**src/rtl/i2h_pkg.sv**
```systemverilog
`timescale 1ns / 1ps
// ----------------------------------------------------------------------------
// i2h_pkg: shared types and constants for the IEEE to IBM hex float converter
// Holds the status codes, the format widths, the stage record that crosses
// the middle pipeline register, and the subnormal normalizer.
// ----------------------------------------------------------------------------
package i2h_pkg;

    // Field widths of the IEEE binary64 input.
    localparam int IEEE_W      = 64;
    localparam int IEEE_EXP_W  = 11;
    localparam int IEEE_FRAC_W = 52;

    // Hex fraction width (14 hex digits) and single fraction width (6 digits).
    localparam int HFRAC_W     = 56;
    localparam int SFRAC_W     = 24;
    localparam int HEXP_W      = 11;
    localparam int LZ_W        = 6;

    // Base-16 exponent limits and excess-64 bias.
    localparam logic signed [HEXP_W-1:0] HEXP_MAX  = 11'sd63;
    localparam logic signed [HEXP_W-1:0] HEXP_MIN  = -11'sd64;
    localparam logic        [HEXP_W-1:0] HEXP_BIAS = 11'd64;

    // Digit counts of the two result formats.
    localparam logic [HEXP_W-1:0] DIGITS_SINGLE = 11'd6;
    localparam logic [HEXP_W-1:0] DIGITS_DOUBLE = 11'd14;

    localparam logic [IEEE_EXP_W-1:0] EXP_ALL_ONES = 11'h7FF;

    // Result status codes.
    typedef enum logic [1:0] {
        ST_OK       = 2'd0,
        ST_NOT_REPR = 2'd1,
        ST_OVERFLOW = 2'd2
    } status_t;

    // Normalizer output: fraction with its leading one at the top, and the
    // number of positions it was moved.
    typedef struct packed {
        logic [IEEE_FRAC_W-1:0] val;
        logic [LZ_W-1:0]        lz;
    } norm_t;

    // Item record held between the normalize stage and the round/pack stage.
    typedef struct packed {
        logic               neg;
        logic               dbl;
        logic               is_nan;
        logic               is_zero;
        logic [HEXP_W-1:0]  hexp;
        logic [HFRAC_W-1:0] frac;
    } mid_t;

    // Leading-zero shift of a nonzero subnormal fraction in six binary steps.
    function automatic norm_t normalize_frac(input logic [IEEE_FRAC_W-1:0] frac);
        norm_t r;
        r.val = frac;
        r.lz  = '0;
        if (r.val[51:20] == '0) begin
            r.val = r.val << 32;
            r.lz  = r.lz + 6'd32;
        end
        if (r.val[51:36] == '0) begin
            r.val = r.val << 16;
            r.lz  = r.lz + 6'd16;
        end
        if (r.val[51:44] == '0) begin
            r.val = r.val << 8;
            r.lz  = r.lz + 6'd8;
        end
        if (r.val[51:48] == '0) begin
            r.val = r.val << 4;
            r.lz  = r.lz + 6'd4;
        end
        if (r.val[51:50] == '0) begin
            r.val = r.val << 2;
            r.lz  = r.lz + 6'd2;
        end
        if (r.val[51] == 1'b0) begin
            r.val = r.val << 1;
            r.lz  = r.lz + 6'd1;
        end
        return r;
    endfunction

endpackage

```
**src/rtl/ieee_to_ibm_hex_float.sv**
```systemverilog
`timescale 1ns / 1ps
// ----------------------------------------------------------------------------
// ieee_to_ibm_hex_float: IEEE binary64 to IBM hexadecimal float converter
// Converts one IEEE double per item into an IBM single (low 32 bits, rounded
// half to even) or an IBM double, with a status code for special cases.
//
// Usage:
//   The input channel (s_valid/s_ready) carries the IEEE bits and the format
//   flag; the result channel (m_valid/m_ready) carries the IBM bits and the
//   status. Each channel moves an item when valid and ready are both high.
//   The datapath has three register stages: input, normalize, round/pack.
//   Items pass the input, normalize and result registers in turn to m_valid.
//   Throughput is one item per cycle while m_ready is high; every stage
//   holds one item and moves it on whenever the stage after it is empty or
//   being emptied. When the receiver stalls, the result register holds its
//   item and the stages behind it fill; s_ready falls once all three are
//   full, and the upstream ready path runs combinationally from m_ready.
//   Synchronous active-low reset empties all stages; no item is in flight
//   afterwards and s_ready is high.
// ----------------------------------------------------------------------------
module ieee_to_ibm_hex_float
    import i2h_pkg::*;
(
    input  logic              aclk,
    input  logic              aresetn,
    input  logic              s_valid,
    output logic              s_ready,
    input  logic [IEEE_W-1:0] s_ieee_bits,
    input  logic              s_double_format,
    output logic              m_valid,
    input  logic              m_ready,
    output logic [IEEE_W-1:0] m_ibm_bits,
    output logic [1:0]        m_status
);

    // Stage registers.
    logic              in_valid_reg;
    logic [IEEE_W-1:0] in_bits_reg;
    logic              in_dbl_reg;
    logic              mid_valid_reg;
    mid_t              mid_reg;
    mid_t              mid_next;
    logic              out_valid_reg;
    logic [IEEE_W-1:0] out_bits_reg;
    logic [IEEE_W-1:0] out_bits_next;
    status_t           out_status_reg;
    status_t           out_status_next;
    logic              out_dbl_reg;

    // Stage advance enables.
    logic out_en;
    logic mid_en;
    logic in_en;

    assign out_en  = !out_valid_reg || m_ready;
    assign mid_en  = !mid_valid_reg || out_en;
    assign in_en   = !in_valid_reg || mid_en;
    assign s_ready = in_en;

    // ------------------------------------------------------------------
    // Normalize stage: decode, subnormal shift, hex alignment.
    // ------------------------------------------------------------------
    logic [IEEE_EXP_W-1:0]  efield;
    logic [IEEE_FRAC_W-1:0] ffield;
    norm_t                  norm;
    logic [IEEE_FRAC_W:0]   mant;
    logic signed [11:0]     x_s;
    logic [11:0]            neg_x;
    logic [1:0]             k;
    logic signed [11:0]     xk;
    logic signed [11:0]     h_full;

    always_comb begin
        efield = in_bits_reg[62:52];
        ffield = in_bits_reg[IEEE_FRAC_W-1:0];
        norm   = normalize_frac(ffield);

        // Value is 0.mant * 2^x with the leading bit of mant set.
        if (efield == '0) begin
            mant = {norm.val, 1'b0};
            x_s  = -12'sd1022 - $signed({6'b0, norm.lz});
        end else begin
            mant = {1'b1, ffield};
            x_s  = $signed({1'b0, efield}) - 12'sd1022;
        end

        // Round the binary exponent up to a multiple of four.
        neg_x  = 12'd0 - x_s;
        k      = neg_x[1:0];
        xk     = x_s + $signed({10'b0, k});
        h_full = xk >>> 2;

        mid_next.neg     = in_bits_reg[63];
        mid_next.dbl     = in_dbl_reg;
        mid_next.is_nan  = (efield == EXP_ALL_ONES);
        mid_next.is_zero = (efield == '0) && (ffield == '0);
        mid_next.hexp    = h_full[HEXP_W-1:0];
        mid_next.frac    = {3'b000, mant} << (2'd3 - k);
    end

    // ------------------------------------------------------------------
    // Round/pack stage: single rounding, overflow, underflow shift.
    // ------------------------------------------------------------------
    logic [SFRAC_W-1:0]       top;
    logic [31:0]              rest;
    logic                     rnd_incr;
    logic [SFRAC_W:0]         top_inc;
    logic                     carry;
    logic [SFRAC_W-1:0]       top_r;
    logic signed [HEXP_W-1:0] h_adj;
    logic [HFRAC_W-1:0]       frac_sel;
    logic [HEXP_W-1:0]        digits;
    logic                     ovf;
    logic                     under;
    logic [HEXP_W-1:0]        shift_digits;
    logic [HFRAC_W-1:0]       f_shift;
    logic [HFRAC_W-1:0]       f_fin;
    logic [HEXP_W-1:0]        h_p64;
    logic [6:0]               exp_field;

    always_comb begin
        // Round to 24 bits, half to even; a carry renormalizes by one digit.
        top      = mid_reg.frac[55:32];
        rest     = mid_reg.frac[31:0];
        rnd_incr = (rest > 32'h8000_0000) || ((rest == 32'h8000_0000) && top[0]);
        top_inc  = {1'b0, top} + 25'd1;
        carry    = rnd_incr && top_inc[SFRAC_W];
        if (carry) begin
            top_r = 24'h10_0000;
        end else if (rnd_incr) begin
            top_r = top_inc[SFRAC_W-1:0];
        end else begin
            top_r = top;
        end

        if (mid_reg.dbl) begin
            h_adj    = $signed(mid_reg.hexp);
            frac_sel = mid_reg.frac;
            digits   = DIGITS_DOUBLE;
        end else begin
            h_adj    = $signed(mid_reg.hexp) + $signed({10'b0, carry});
            frac_sel = {32'b0, top_r};
            digits   = DIGITS_SINGLE;
        end

        ovf          = h_adj > HEXP_MAX;
        under        = h_adj < HEXP_MIN;
        shift_digits = HEXP_MIN - h_adj;
        f_shift      = frac_sel >> {shift_digits[3:0], 2'b00};

        // Below the exponent floor: drop one hex digit per missing step.
        if (!under) begin
            f_fin = frac_sel;
        end else if (shift_digits >= digits) begin
            f_fin = '0;
        end else begin
            f_fin = f_shift;
        end

        h_p64     = h_adj + HEXP_BIAS;
        exp_field = (under || (f_fin == '0)) ? 7'd0 : h_p64[6:0];

        // Special cases first, then the packed result.
        out_status_next = ST_OK;
        priority if (mid_reg.is_nan) begin
            out_status_next = ST_NOT_REPR;
            out_bits_next   = '0;
        end else if (mid_reg.is_zero) begin
            out_bits_next = mid_reg.dbl ? {mid_reg.neg, 63'b0}
                                        : {32'b0, mid_reg.neg, 31'b0};
        end else if (ovf) begin
            out_status_next = ST_OVERFLOW;
            out_bits_next   = '0;
        end else if (mid_reg.dbl) begin
            out_bits_next = {mid_reg.neg, exp_field, f_fin};
        end else begin
            out_bits_next = {32'b0, mid_reg.neg, exp_field, f_fin[SFRAC_W-1:0]};
        end
    end

    // ------------------------------------------------------------------
    // Pipeline valid flags.
    // ------------------------------------------------------------------
    always_ff @(posedge aclk) begin
        if (!aresetn) begin
            in_valid_reg  <= 1'b0;
            mid_valid_reg <= 1'b0;
            out_valid_reg <= 1'b0;
        end else begin
            if (in_en) begin
                in_valid_reg <= s_valid;
            end
            if (mid_en) begin
                mid_valid_reg <= in_valid_reg;
            end
            if (out_en) begin
                out_valid_reg <= mid_valid_reg;
            end
        end
    end

    // ------------------------------------------------------------------
    // Pipeline payload registers.
    // ------------------------------------------------------------------
    always_ff @(posedge aclk) begin
        if (in_en && s_valid) begin
            in_bits_reg <= s_ieee_bits;
            in_dbl_reg  <= s_double_format;
        end
        if (mid_en && in_valid_reg) begin
            mid_reg <= mid_next;
        end
        if (out_en && mid_valid_reg) begin
            out_bits_reg   <= out_bits_next;
            out_status_reg <= out_status_next;
            out_dbl_reg    <= mid_reg.dbl;
        end
    end

    assign m_valid    = out_valid_reg;
    assign m_ibm_bits = out_bits_reg;
    assign m_status   = out_status_reg;

    // ------------------------------------------------------------------
    // Assertions.
    // ------------------------------------------------------------------

    // A special-case status always comes with an all-zero result word.
    a_status_zero_bits: assert property (@(posedge aclk) disable iff (!aresetn)
        (out_valid_reg && (out_status_reg != ST_OK)) |-> (out_bits_reg == '0))
        else $error("non-ok status with nonzero result bits");

    // Single-format results keep the upper word clear.
    a_single_upper_clear: assert property (@(posedge aclk) disable iff (!aresetn)
        (out_valid_reg && !out_dbl_reg) |-> (out_bits_reg[63:32] == 32'b0))
        else $error("single result has upper word set");

    // An item leaving the input stage lands in the middle stage.
    a_in_to_mid: assert property (@(posedge aclk) disable iff (!aresetn)
        (in_valid_reg && mid_en) |=> mid_valid_reg)
        else $error("item lost between input and middle stage");

    // An item leaving the middle stage lands in the result register.
    a_mid_to_out: assert property (@(posedge aclk) disable iff (!aresetn)
        (mid_valid_reg && out_en) |=> out_valid_reg)
        else $error("item lost between middle and result stage");

endmodule
```
**config.mk**
```make
export PLATFORM = sky130hd
export DESIGN_NAME = ieee_to_ibm_hex_float
export DESIGN_NICKNAME = d
export VERILOG_FILES = /design/src/rtl/i2h_pkg.sv /design/src/rtl/ieee_to_ibm_hex_float.sv
export SDC_FILE = /design/constraint.sdc
export NUM_CORES = 1
export LEC_CHECK = 0
export ABC_AREA = 1
export CAP_MARGIN = 30
export CELL_PAD_IN_SITES_DETAIL_PLACEMENT = 1
export CELL_PAD_IN_SITES_GLOBAL_PLACEMENT = 1
export CORE_MARGIN = 2
export CORE_UTILIZATION = 35
export CTS_BUF_LIST = sky130_fd_sc_hd__clkbuf_16
export DETAILED_ROUTE_END_ITERATION = 10
export DONT_BUFFER_PORTS = 1
export PLACE_DENSITY = 0.61
export SETUP_SLACK_MARGIN = 0.2
export SLEW_MARGIN = 20
export SYNTH_ARGS = -nofsm -noshare
export SYNTH_HDL_FRONTEND = slang
export SYNTH_SLANG_ARGS = --single-unit
```
**constraint.sdc**
```tcl
create_clock -name aclk -period 6.75 [get_ports aclk]
set_input_delay 0.675 -clock aclk [delete_from_list [all_inputs] [get_ports aclk]]
set_output_delay 0.675 -clock aclk [all_outputs]
set_load 0.02 [all_outputs]
```
Word-level counts from Yosys, hierarchy flattened. Cells that the tools add are included.

Register bits after elaboration: 204. Logic and storage cells: 81. Output and inout port bits: 68. Input port bits: 69.

Mux-type cells: 22. Reductions and logical operators: 23. Order comparisons: 4. Eq/ne operators: 2. Add/subtract/negate cells: 14. Shifts and indexed selects: 2.

Operators by type and width (count): 58-bit 2-to-1 mux (6); 64-bit 2-to-1 mux (4); 56-bit 2-to-1 mux (3); 56-bit zero test (1); 53-bit by 2-bit left shift with 56-bit output (1); 56-bit by 6-bit right shift with 56-bit output (1); 53-bit 2-to-1 mux (1); 52-bit zero test (1); 24-bit 2-to-1 mux (2); 32-bit equality test, second input constant (1); 32-bit greater-than comparator, second input constant (1); 32-bit zero test (1); 24-bit by 1-bit adder with 25-bit output, second input constant (1); 16-bit zero test (1); 12-bit by 3-bit adder with 12-bit output (1); 12-bit 2-to-1 mux (1); 11-bit by 10-bit subtractor with 12-bit output, second input constant (1); 11-bit by 7-bit subtractor with 12-bit output, first input constant (1); 10-bit by 2-bit adder with 11-bit output (1); 11-bit equality test, second input constant (1); 11-bit greater-or-equal comparator (1); 11-bit by 7-bit greater-than comparator with 1-bit output, second input constant (1); 11-bit zero test (1); 11-bit by 7-bit < comparator with 1-bit output, second input constant (1); 21 further kinds (32).

Depth between registers and ports, before layout. Gate-level depths: netlist of the first run.

Depth after elaboration: 17. Mapped depth: 41.

Worst setup path before layout of the first run. Ideal clock, no wire load.

Path type: reg-to-reg. Start: reg mid_reg[3] (netlist bit). End: reg out_bits_reg[56], in the netlist m_ibm_bits[56] (data pin). Stages on the path, launching flop included: 40. Slack: 1371 ps. Arrival: 5222 ps. Data required time: 6593 ps. Setup time: 157 ps. Path buffers: 3. Cells stage by stage: edfxtp_1 -> nor4_1 -> nand4_1 -> nor3_1 -> nand2_1 -> nand2_1 -> inv_1 -> clkbuf_1 -> nand3_1 -> nor4_1 -> nand3_1 -> nor2_1 -> ha_1 -> ha_1 -> o21ai_0 -> inv_1 -> nor3_1 -> or2_2 -> (+4 left out) -> o211ai_1 -> nand3_1 -> nor3_1 -> nand2_1 -> nor2_1 -> clkbuf_1 -> a31oi_1 -> nand2_1 -> inv_1 -> nand4_1 -> nor2_1 -> nand2_1 -> nor2_1 -> nand3_1 -> nor2_1 -> nand2_2 -> nand2_2 -> nor3_1.

Longest elaborated chain between the ends: 16.

Ends and longest elaborated chain: start: declaration (line ieee_to_ibm_hex_float.sv:41) `mid_t mid_reg;`; start signal: assignment (line ieee_to_ibm_hex_float.sv:211) `mid_reg <= mid_next;`; branches (longest 14 deep; another with 32-bit greater-than comparator); 64-bit 2-to-1 mux * (line ieee_to_ibm_hex_float.sv:171) `end else if (ovf) begin`; 64-bit 2-to-1 mux * (line ieee_to_ibm_hex_float.sv:168) `end else if (mid_reg.is_zero) begin`; end signal: assignment (line ieee_to_ibm_hex_float.sv:214) `out_bits_reg <= out_bits_next;`; end: declaration (line ieee_to_ibm_hex_float.sv:44) `logic [IEEE_W-1:0] out_bits_reg;`.

Mark *: on every way between the ends. A chain may end at the register's enable or synchronous reset.

==> results of run 1 <==
routing by layer:
metal / wire, µm / global-route usage (%) / vias to the layer above
li1: - / - / 8239
met1: 33070 / 39.02 / 8340
met2: 34830 / 50.44 / 462
met3: 3306 / 3.432 / 120
met4: 2988 / 10.46 / 0
met5: 0 / 0 / -
area by class of cell:
type	count	area, µm²	area share (%)
clock inverters	17	117.6	0.6546
clock buffers	25	625.6	3.482
multi-input cells	1951	9143	50.88
inverters	205	783.3	4.359
flip-flops and latches	204	6096	33.93
well taps	607	759.5	4.227
repair buffers	52	444.2	2.472
worst max-delay path, delay by kind of cell, from the launching register on:
| family | cells | cell delay, ns |
|---|---|---|
| compound gates | 4 | 0.78 |
| fa+ha+maj | 2 | 0.71 |
| buf+inv | 6 | 1.10 |
| flops | 1 | 0.50 |
| simple gates | 19 | 2.61 |
metrics by stage:
| stage | util, % | hold slack (ns) |
|---|---|---|
| final | 38.43 | 0.2076 |
| after global placement | 36.54 | 0.4057 |
| after CTS | 38.21 | 0.1747 |
| after detailed placement | 36.62 | 0.4075 |
| after floorplan | - | 0.4003 |
| after global routing | 38.43 | 0.1826 |
kinds of logic (layout without fill, tap and decap cells):
group           after synthesis  after routing
buf+inv                     355            299
xor+xnor                     31             31
simple gates               1477           1477
flops                       204            204
fa+ha+maj                    11             11
mux                           4              4
compound gates              428            428
synthesized netlist by cell type (all sizes together) (2+ instances only):
cell	n
clkinv	5
a21boi	4
o211ai	26
o2111ai	7
o21bai	6
o21ai	248
nand4	39
o31ai	4
and3	2
a22oi	11
nor4	16
nand3	218
nand3b	3
or2	23
edfxtp	201
inv	200
o22ai	20
dfxtp	3
clkbuf	84
xnor2	9
nor3	37
o2bb2ai	5
buf	66
nor2	330
xor2	22
nand2	807
a31oi	25
a21oi	59
a32oi	4
o21a	4
ha	11
mux2i	4
final timing paths:
path / cells past startpoint / end / slack [ns] / from
setup / recovery: 31 / mid_reg[20] / 0.75 / in_bits_reg[44]
hold / removal: 0 / in_bits_reg[0] / 0.21 / s_ieee_bits[0]
setup reg to reg: 31 / mid_reg[20] / 0.75 / in_bits_reg[44]
hold reg to reg: 0 / mid_reg[70] / 0.43 / in_bits_reg[63]
power breakdown:
group | switching, W | leakage, nW | total, W | internal (W)
registers | 0.0000700 | 2.03 | 0.00154 | 0.00147
clock network | 0.000548 | 0.387 | 0.00126 | 0.000709
logic | 0.000626 | 5.38 | 0.000858 | 0.000232
what timing repair did:
item,in CTS,in global routing
setup endpoints to repair,3,17
gates resized for setup,1,10
pin swaps,0,2
setup buffers,0,7
==> flow_summary.ini, run 1 <==
[status]
outcome = finished, final reports clean

[critical_path]
crit_path_end_kind = register
critPathLaunchType = register
path_class = reg -> reg
cpMostUsedCell = nand2_1
crit_required_ns = 7.03
slowest_delay_ns = 0.50
arrival_ns = 6.27
crit_fanout = 55
slowest_stage = edfxtp_1

[floorplanning]
core_area_um2 = 46750
die_width_um = 222.0
rows = 79
initial_core_util_pct = 35.57
die_h_um = 222.0
io_pins = 137
die-area_um2 = 49280

[synth]
avgSynthCellArea_um2 = 6.626
synthAdderAreaFrac_pct = 0.8276
ys_seq_area_share_pct = 36.65
synth_cell_types = 56
netlist_area_um2 = 16630
synth-seq-cells = 204
postSynth.asyncResetShare_pct = 0
synth_top_family_by_area = simple AND/OR/NAND/NOR gates
synthXorXnorAreaFrac_pct = 1.633
synth_warnings = 0
synthFlopType = edfxtp_1
yosys.area_share.simple_pct = 37.40
synthTopCellsByArea = edfxtp_1 36%, nand2_1 18%, nor2_1 7.2%
synthMuxAreaShare_pct = 0.2407
syn_inst = 2510
synth_edf_count = 201
synth_nets = 2590
synth.largest_area_cell = edfxtp_1
synth_compound_area_share_pct = 14.59
synth_top_area_share_pct = 36.29

[grt]
antenna_found_initial = 1
grt_overflow = 0
grt_util_all_layers_pct = 29.68
grt_max_degree = 70
grt_pass1_vias = 17380
grt_pass1_wl_mm = 110.7

[placed_design]
post-place-ws_ns = 0.2003
routabilityCongestion = 0.9642
dp_hpwl_mm = 59.01
portBuffers = 0
dp.cells = 3012
place_area_um2 = 17120

[final_layout]
largest_reg_flops = 70
layout.cells.non_filler = 3061
nNetsFinal = 2519
final_cell_mix = 795 x nand2_1, 316 x nor2_1, 217 x nand3_1
syn_to_final_growth_pct = 8.043
final_area_um2 = 17970
fillers = 6028
n_antenna_cell = 0
final_layout_size_suffix_gt1_share_pct = 6.561
layout_commonest_cell = nand2_1

[timing]
rsz0062_at_grt = no
fin_crit_sh_pct = 88.82
hold_viol_final = 0
final.min_clock_period_ns = 5.995
slew_viol_final = 0
max_slew.worst_pin.slew_ns = 0.9729
max_freq_mhz = 166.8
setup_viol = 0
relSlewSlack_pct = 35.14
timing.final.ws_setup_ns = 0.7548
skew_ns = 0.02037
setup_tns_ns = 0

[detailed_routing]
vias = 17160
drt_first_iter_violations = 1356
ant_nets = 0
drc = 0
wirelength_mm = 74.20
vias_per_cell = 5.606
drt-pass1-iter-count = 5
wire_per_inst_um = 24.24

[clock_network]
clk_latency_ns = 0.56
cts-hold-fix-buffers = 0
htree_levels = 1
cts_tree = done
path_clk_slew_ns = 0.06
numClockSinks = 204
cts_buffer_depth = 3
root_buffer = clkbuf_16
numCtsBuffers = 25

[power]
peakVddDrop_v = 0.0002501
power_w = 0.003652
leakagePower_nw = 7.800
p_per_area_nw_per_um2 = 203.3

[worst_hold_path]
hold_path_class = in -> reg

[flow_run]
maxCapViolCount = 0
Power figures use the tool's default switching activity.
==> run 2, diff against run 1 <==
--- a/config.mk
+++ b/config.mk
@@ -9,12 +9,11 @@
 export CAP_MARGIN = 30
 export CELL_PAD_IN_SITES_DETAIL_PLACEMENT = 1
 export CELL_PAD_IN_SITES_GLOBAL_PLACEMENT = 1
-export CORE_MARGIN = 2
-export CORE_UTILIZATION = 35
+export CORE_UTILIZATION = 25
 export CTS_BUF_LIST = sky130_fd_sc_hd__clkbuf_16
 export DETAILED_ROUTE_END_ITERATION = 10
 export DONT_BUFFER_PORTS = 1
-export PLACE_DENSITY = 0.61
+export PLACE_DENSITY = 0.46
 export SETUP_SLACK_MARGIN = 0.2
 export SLEW_MARGIN = 20
 export SYNTH_ARGS = -nofsm -noshare
==> run 2 against run 1 <==
Final cell count is 8.7% higher. Total power increased by 0.83%. Highest routed layer unchanged. Register-to-register slack got worse by 0.05 ns.
==> flow_summary.ini, run 2 (synthesized netlist as in run 1, its figures left out) <==
[floorplanning]
io_pins = 137
die-area_um2 = 67560
die_width_um = 259.9
core_area_um2 = 65750
die_h_um = 259.9
initial_core_util_pct = 25.30
rows = 94

[final_layout]
n_antenna_cell = 0
multi_input_area_um2 = 9188
fillers = 8182
largest_reg_flops = 70
final_cell_mix = 794 x nand2_1, 317 x nor2_1, 217 x nand3_1
postLayoutCoreUtil_pct = 27.98
final_layout_size_suffix_gt1_share_pct = 6.899
nNetsFinal = 2526
seq_area_um2 = 6096
syn_to_final_growth_pct = 10.61
layout_commonest_cell = nand2_1

[clock_network]
htree_levels = 1
clk_latency_ns = 0.56
path_clk_slew_ns = 0.07
numClockSinks = 204
root_buffer = clkbuf_16
numCtsBuffers = 25
cts_tree = done
cts_buffer_depth = 3

[critical_path]
crit_path_end_kind = register
crit_family = simple AND/OR/NAND/NOR gates
crit_buf_inv = 5
reg2reg_depth = 34
r2r_setup_slack_ns = 0.71
path_depth = 34
critPathLaunchType = register
endpoint = m_ibm_bits[58]
crit_start = mid_reg[24]
reg2reg_from = mid_reg[24]
slowest_delay_ns = 0.56
arrival_ns = 6.33
crit_fanout = 19
r2r_end = m_ibm_bits[58]
path_class = reg -> reg
slowest_stage = inv_1
crit_required_ns = 7.04

[timing]
setup_tns_ns = 0
rsz0062_at_grt = no
hold_viol_final = 0
timing.hold.ws_ns = 0.2074
max_slew.worst_pin.slew_ns = 0.9695
skew_ns = 0.02058
final.min_clock_period_ns = 6.042
slew_viol_final = 0
setup_viol = 0
max_freq_mhz = 165.5
fin_crit_sh_pct = 89.52
relSlewSlack_pct = 34.68

[detailed_routing]
wire_per_inst_um = 23.30
vias = 16960
drc = 0
vias_per_cell = 5.095
wirelength_mm = 77.55
drt_first_iter_violations = 1102
drt-pass1-iter-count = 5
ant_nets = 0

[placed_design]
portBuffers = 0
dp_hpwl_mm = 62.49
routabilityCongestion = 0.9157

[status]
outcome = finished, final reports clean

[grt]
grt_pass1_vias = 17190
grt_pass1_wl_mm = 114.7
grt_max_degree = 70
grt_util_all_layers_pct = 22.77
antenna_found_initial = 0
grt_overflow = 0

[power]
p_per_area_nw_per_um2 = 200.2
peakVddDrop_v = 0.0001915
leakagePower_nw = 7.832
power_w = 0.003683

[flow_run]
maxCapViolCount = 0

[worst_hold_path]
hold_path_class = in -> reg
## run 2: repair_timing
item,4_1_cts,5_1_grt
hold buffers,0,0
setup endpoints to repair,0,14
setup buffers,0,2
resized for setup,0,16
## run 2: power by group
group	internal [W]	total, W	switching [W]	leakage, nW
clock	0.000713	0.00128	0.000566	0.377
sequential	0.00147	0.00153	0.0000649	2.03
combinational	0.000234	0.000871	0.000636	5.43
## run 2: worst min path at each step
stage / from / end / slack, ns / depth (start not counted)
after floorplan: in_dbl_reg / mid_reg[69] / 0.40 / 0
after CTS: s_ieee_bits[39] / in_bits_reg[39] / 0.18 / 0
final: s_ieee_bits[39] / in_bits_reg[39] / 0.21 / 0
after detailed placement: in_bits_reg[63] / mid_reg[70] / 0.41 / 0
after global routing: s_ieee_bits[39] / in_bits_reg[39] / 0.18 / 0
after global placement: in_bits_reg[63] / mid_reg[70] / 0.41 / 0
## run 2: cell type report
| class | count | area share (%) |
|---|---|---|
| Multi-Input combinational cell | 1951 | 49.95 |
| Sequential cell | 204 | 33.14 |
| Tap cell | 864 | 5.877 |
| Inverter | 205 | 4.197 |
| Clock buffer | 25 | 3.401 |
| Timing Repair Buffer | 59 | 2.700 |
| Clock inverter | 20 | 0.7414 |
## run 2: per-layer routing
layer | GRT usage [%] | up-vias | part of all wire, %
li1 | - | 8247 | -
met5 | 0 | - | 0
met1 | 31.12 | 8275 | 47
met4 | 6.699 | 0 | 3.1
met2 | 37.42 | 341 | 46
met3 | 2.661 | 92 | 3.6
## run 2: stage by stage
step,setup slack [ns],cell area (µm²),cells
floorplan,1.371,16630,2510
global placement,0.4040,17530,3279
detailed placement,0.4405,17550,3281
CTS,0.4418,18310,3326
global route,0.2081,18400,3328
finish,0.7076,18400,3328
==> run 3, diff against run 2 <==
--- a/config.mk
+++ b/config.mk
@@ -13,7 +13,7 @@
 export CTS_BUF_LIST = sky130_fd_sc_hd__clkbuf_16
 export DETAILED_ROUTE_END_ITERATION = 10
 export DONT_BUFFER_PORTS = 1
-export PLACE_DENSITY = 0.46
+export PLACE_DENSITY_LB_ADDON = 0.1
 export SETUP_SLACK_MARGIN = 0.2
 export SLEW_MARGIN = 20
 export SYNTH_ARGS = -nofsm -noshare
==> constraint.sdc (replaced) <==
create_clock -name aclk -period 5.29 [get_ports aclk]
set_input_delay 0.529 -clock aclk [delete_from_list [all_inputs] [get_ports aclk]]
set_output_delay 0.529 -clock aclk [all_outputs]
set_load 0.02 [all_outputs]
==> run 3 against run 2 <==
The flow now finishes with violations (setup timing). First-iteration DRC count is 3.4% higher. Hold slack worse by 0.16 ns. Clock power is 41% higher. Sequential share of layout area fell by 5.1 points. Fmax rose by 9.7%. Non-clock buffer count up 289. Combinational power increased by 68%. Worst setup slack worse by 0.93 ns. Count of clock-buffer cells in the layout increased by 1. Flip-flop and latch count did not move. Wire length up 2.8%. Final cell count rose by 8.7%. Critical path type unchanged. Critical endpoint is now m_ibm_bits[57].
==> flow_summary.ini, run 3 (synthesized netlist as in run 1, its figures left out) <==
[clock_network]
cts_buffer_depth = 3
clk_latency_ns = 0.58
cts_tree = done
root_buffer = clkbuf_16
path_clk_slew_ns = 0.07
numClockSinks = 204
numCtsBuffers = 26
htree_levels = 1

[floorplanning]
io_pins = 137
die-area_um2 = 67560
initial_core_util_pct = 25.30
die_h_um = 259.9
die_width_um = 259.9
core_area_um2 = 65750
rows = 94

[critical_path]
crit_required_ns = 5.60
slowest_delay_ns = 0.42
cpMostUsedCell = nor2_1
arrival_ns = 5.82
crit_fanout = 8
critPathLaunchType = register
crit_family = simple AND/OR/NAND/NOR gates
r2r_setup_slack_ns = -0.22
path_class = reg -> reg
crit_buf_inv = 10
slowest_stage = edfxtp_1
crit_path_end_kind = register

[timing]
skew_ns = 0.02877
timing.final.ws_setup_ns = -0.2178
timing.hold.ws_ns = 0.04315
slew_viol_final = 0
hold_viol_final = 0
relSlewSlack_pct = 35.42
max_freq_mhz = 181.6
fin_crit_sh_pct = 104.1
max_slew.worst_pin.slew_ns = 0.9687
rsz0062_at_grt = yes
final.min_clock_period_ns = 5.508
setup_viol = 14

[final_layout]
largest_reg_flops = 70
nNetsFinal = 2817
final_cell_mix = 777 x nand2_1, 308 x buf_4, 300 x nor2_1
postLayoutCoreUtil_pct = 33.12
final_layout_size_suffix_gt1_share_pct = 20.85
layout_commonest_cell = nand2_1
n_antenna_cell = 0
syn_to_final_growth_pct = 30.91

[detailed_routing]
drt_first_iter_violations = 1139
ant_nets = 0
drc = 0
wire_per_inst_um = 22.04
vias_per_cell = 5.015
drt-pass1-iter-count = 7
wirelength_mm = 79.71
vias = 18140

[grt]
antenna_found_initial = 1
grt_max_degree = 71
grt_pass1_wl_mm = 118.5
grt_overflow = 0
grt_pass1_vias = 18510
grt_util_all_layers_pct = 23.30

[status]
outcome = finished, violations left
violations = setup timing

[placed_design]
dp_hpwl_mm = 63.26
portBuffers = 0
routabilityCongestion = 0.9118

[worst_hold_path]
hold_path_class = in -> reg

[flow_run]
maxCapViolCount = 0

[power]
power_w = 0.005204
p_per_area_nw_per_um2 = 239.0
leakagePower_nw = 9.541
peakVddDrop_v = 0.0003764
==> run 3: cell count changes in the layout (fill, tap and decap cells not counted), sizes merged <==
cell      delta
clkbuf       +2
buf        +287
clkinv       -6
bufbuf       +1
clkinvlp     -3
nand2        +1
bufinv       +3
inv          +4
==> run 3: worst register-to-register path, delay by kind of cell (launching register included) <==
family / cells / cell delay, ns
simple gates: 22 / 2.50
buf+inv: 10 / 1.07
fa+ha+maj: 3 / 0.68
compound gates: 3 / 0.43
flops: 1 / 0.42
mux: 1 / 0.16
==> run 3: power by group <==
group / switching [W] / internal, W
sequential: 0.0000628 / 0.00187
combinational: 0.000940 / 0.000520
clock: 0.000719 / 0.00109
total: 0.00172 / 0.00348
==> run 3: final timing paths <==
kind	start	endpoint	depth (start not counted)
setup reg to reg	mid_reg[4]	m_ibm_bits[57]	39
hold / removal	s_ieee_bits[19]	in_bits_reg[19]	0
hold reg to reg	in_dbl_reg	mid_reg[69]	0
setup / recovery	mid_reg[4]	m_ibm_bits[57]	39
==> run 3: metrics by stage <==
stage | cells | TNS [ns] | worst slack, ns | cell area, µm²
finish | 3617 | -2.653 | -0.2178 | 21770
detailed placement | 3504 | -9.799 | -0.7210 | 19290
floorplan | 2510 | 0 | 0.2063 | 16640
global placement | 3502 | -8.516 | -0.6916 | 19270
global route | 3617 | -5.829 | -0.4257 | 21770
CTS | 3588 | -2.412 | -0.2046 | 21210
==> run 3: cell type report <==
cell class / count / area [µm²]
sequential: 204 / 6096
fill: 8119 / 43970
timing repair buffer: 348 / 3018
clock inverter: 18 / 216.5
multi-input combinational: 1952 / 9923
inverter: 205 / 787.0
tap: 864 / 1081
clock buffer: 26 / 650.6
==> run 3: what timing repair did <==
| item | in CTS | in global routing |
|---|---|---|
| endpoints found under the hold margin | 0 | 0 |
| cloned | 6 | 2 |
| buffers inserted | 34 | 27 |
| pin swaps | 52 | 48 |
| setup endpoints to repair | 99 | 126 |
| resized for setup | 130 | 90 |
| hold buffers | 0 | 0 |
==> run 3: metal layers <==
metal | global-route usage [%] | part of all wire (%)
met1 | 32.97 | 48
met2 | 38.61 | 47
met3 | 1.657 | 3.1
met4 | 4.918 | 2.2
met5 | 0 | 0
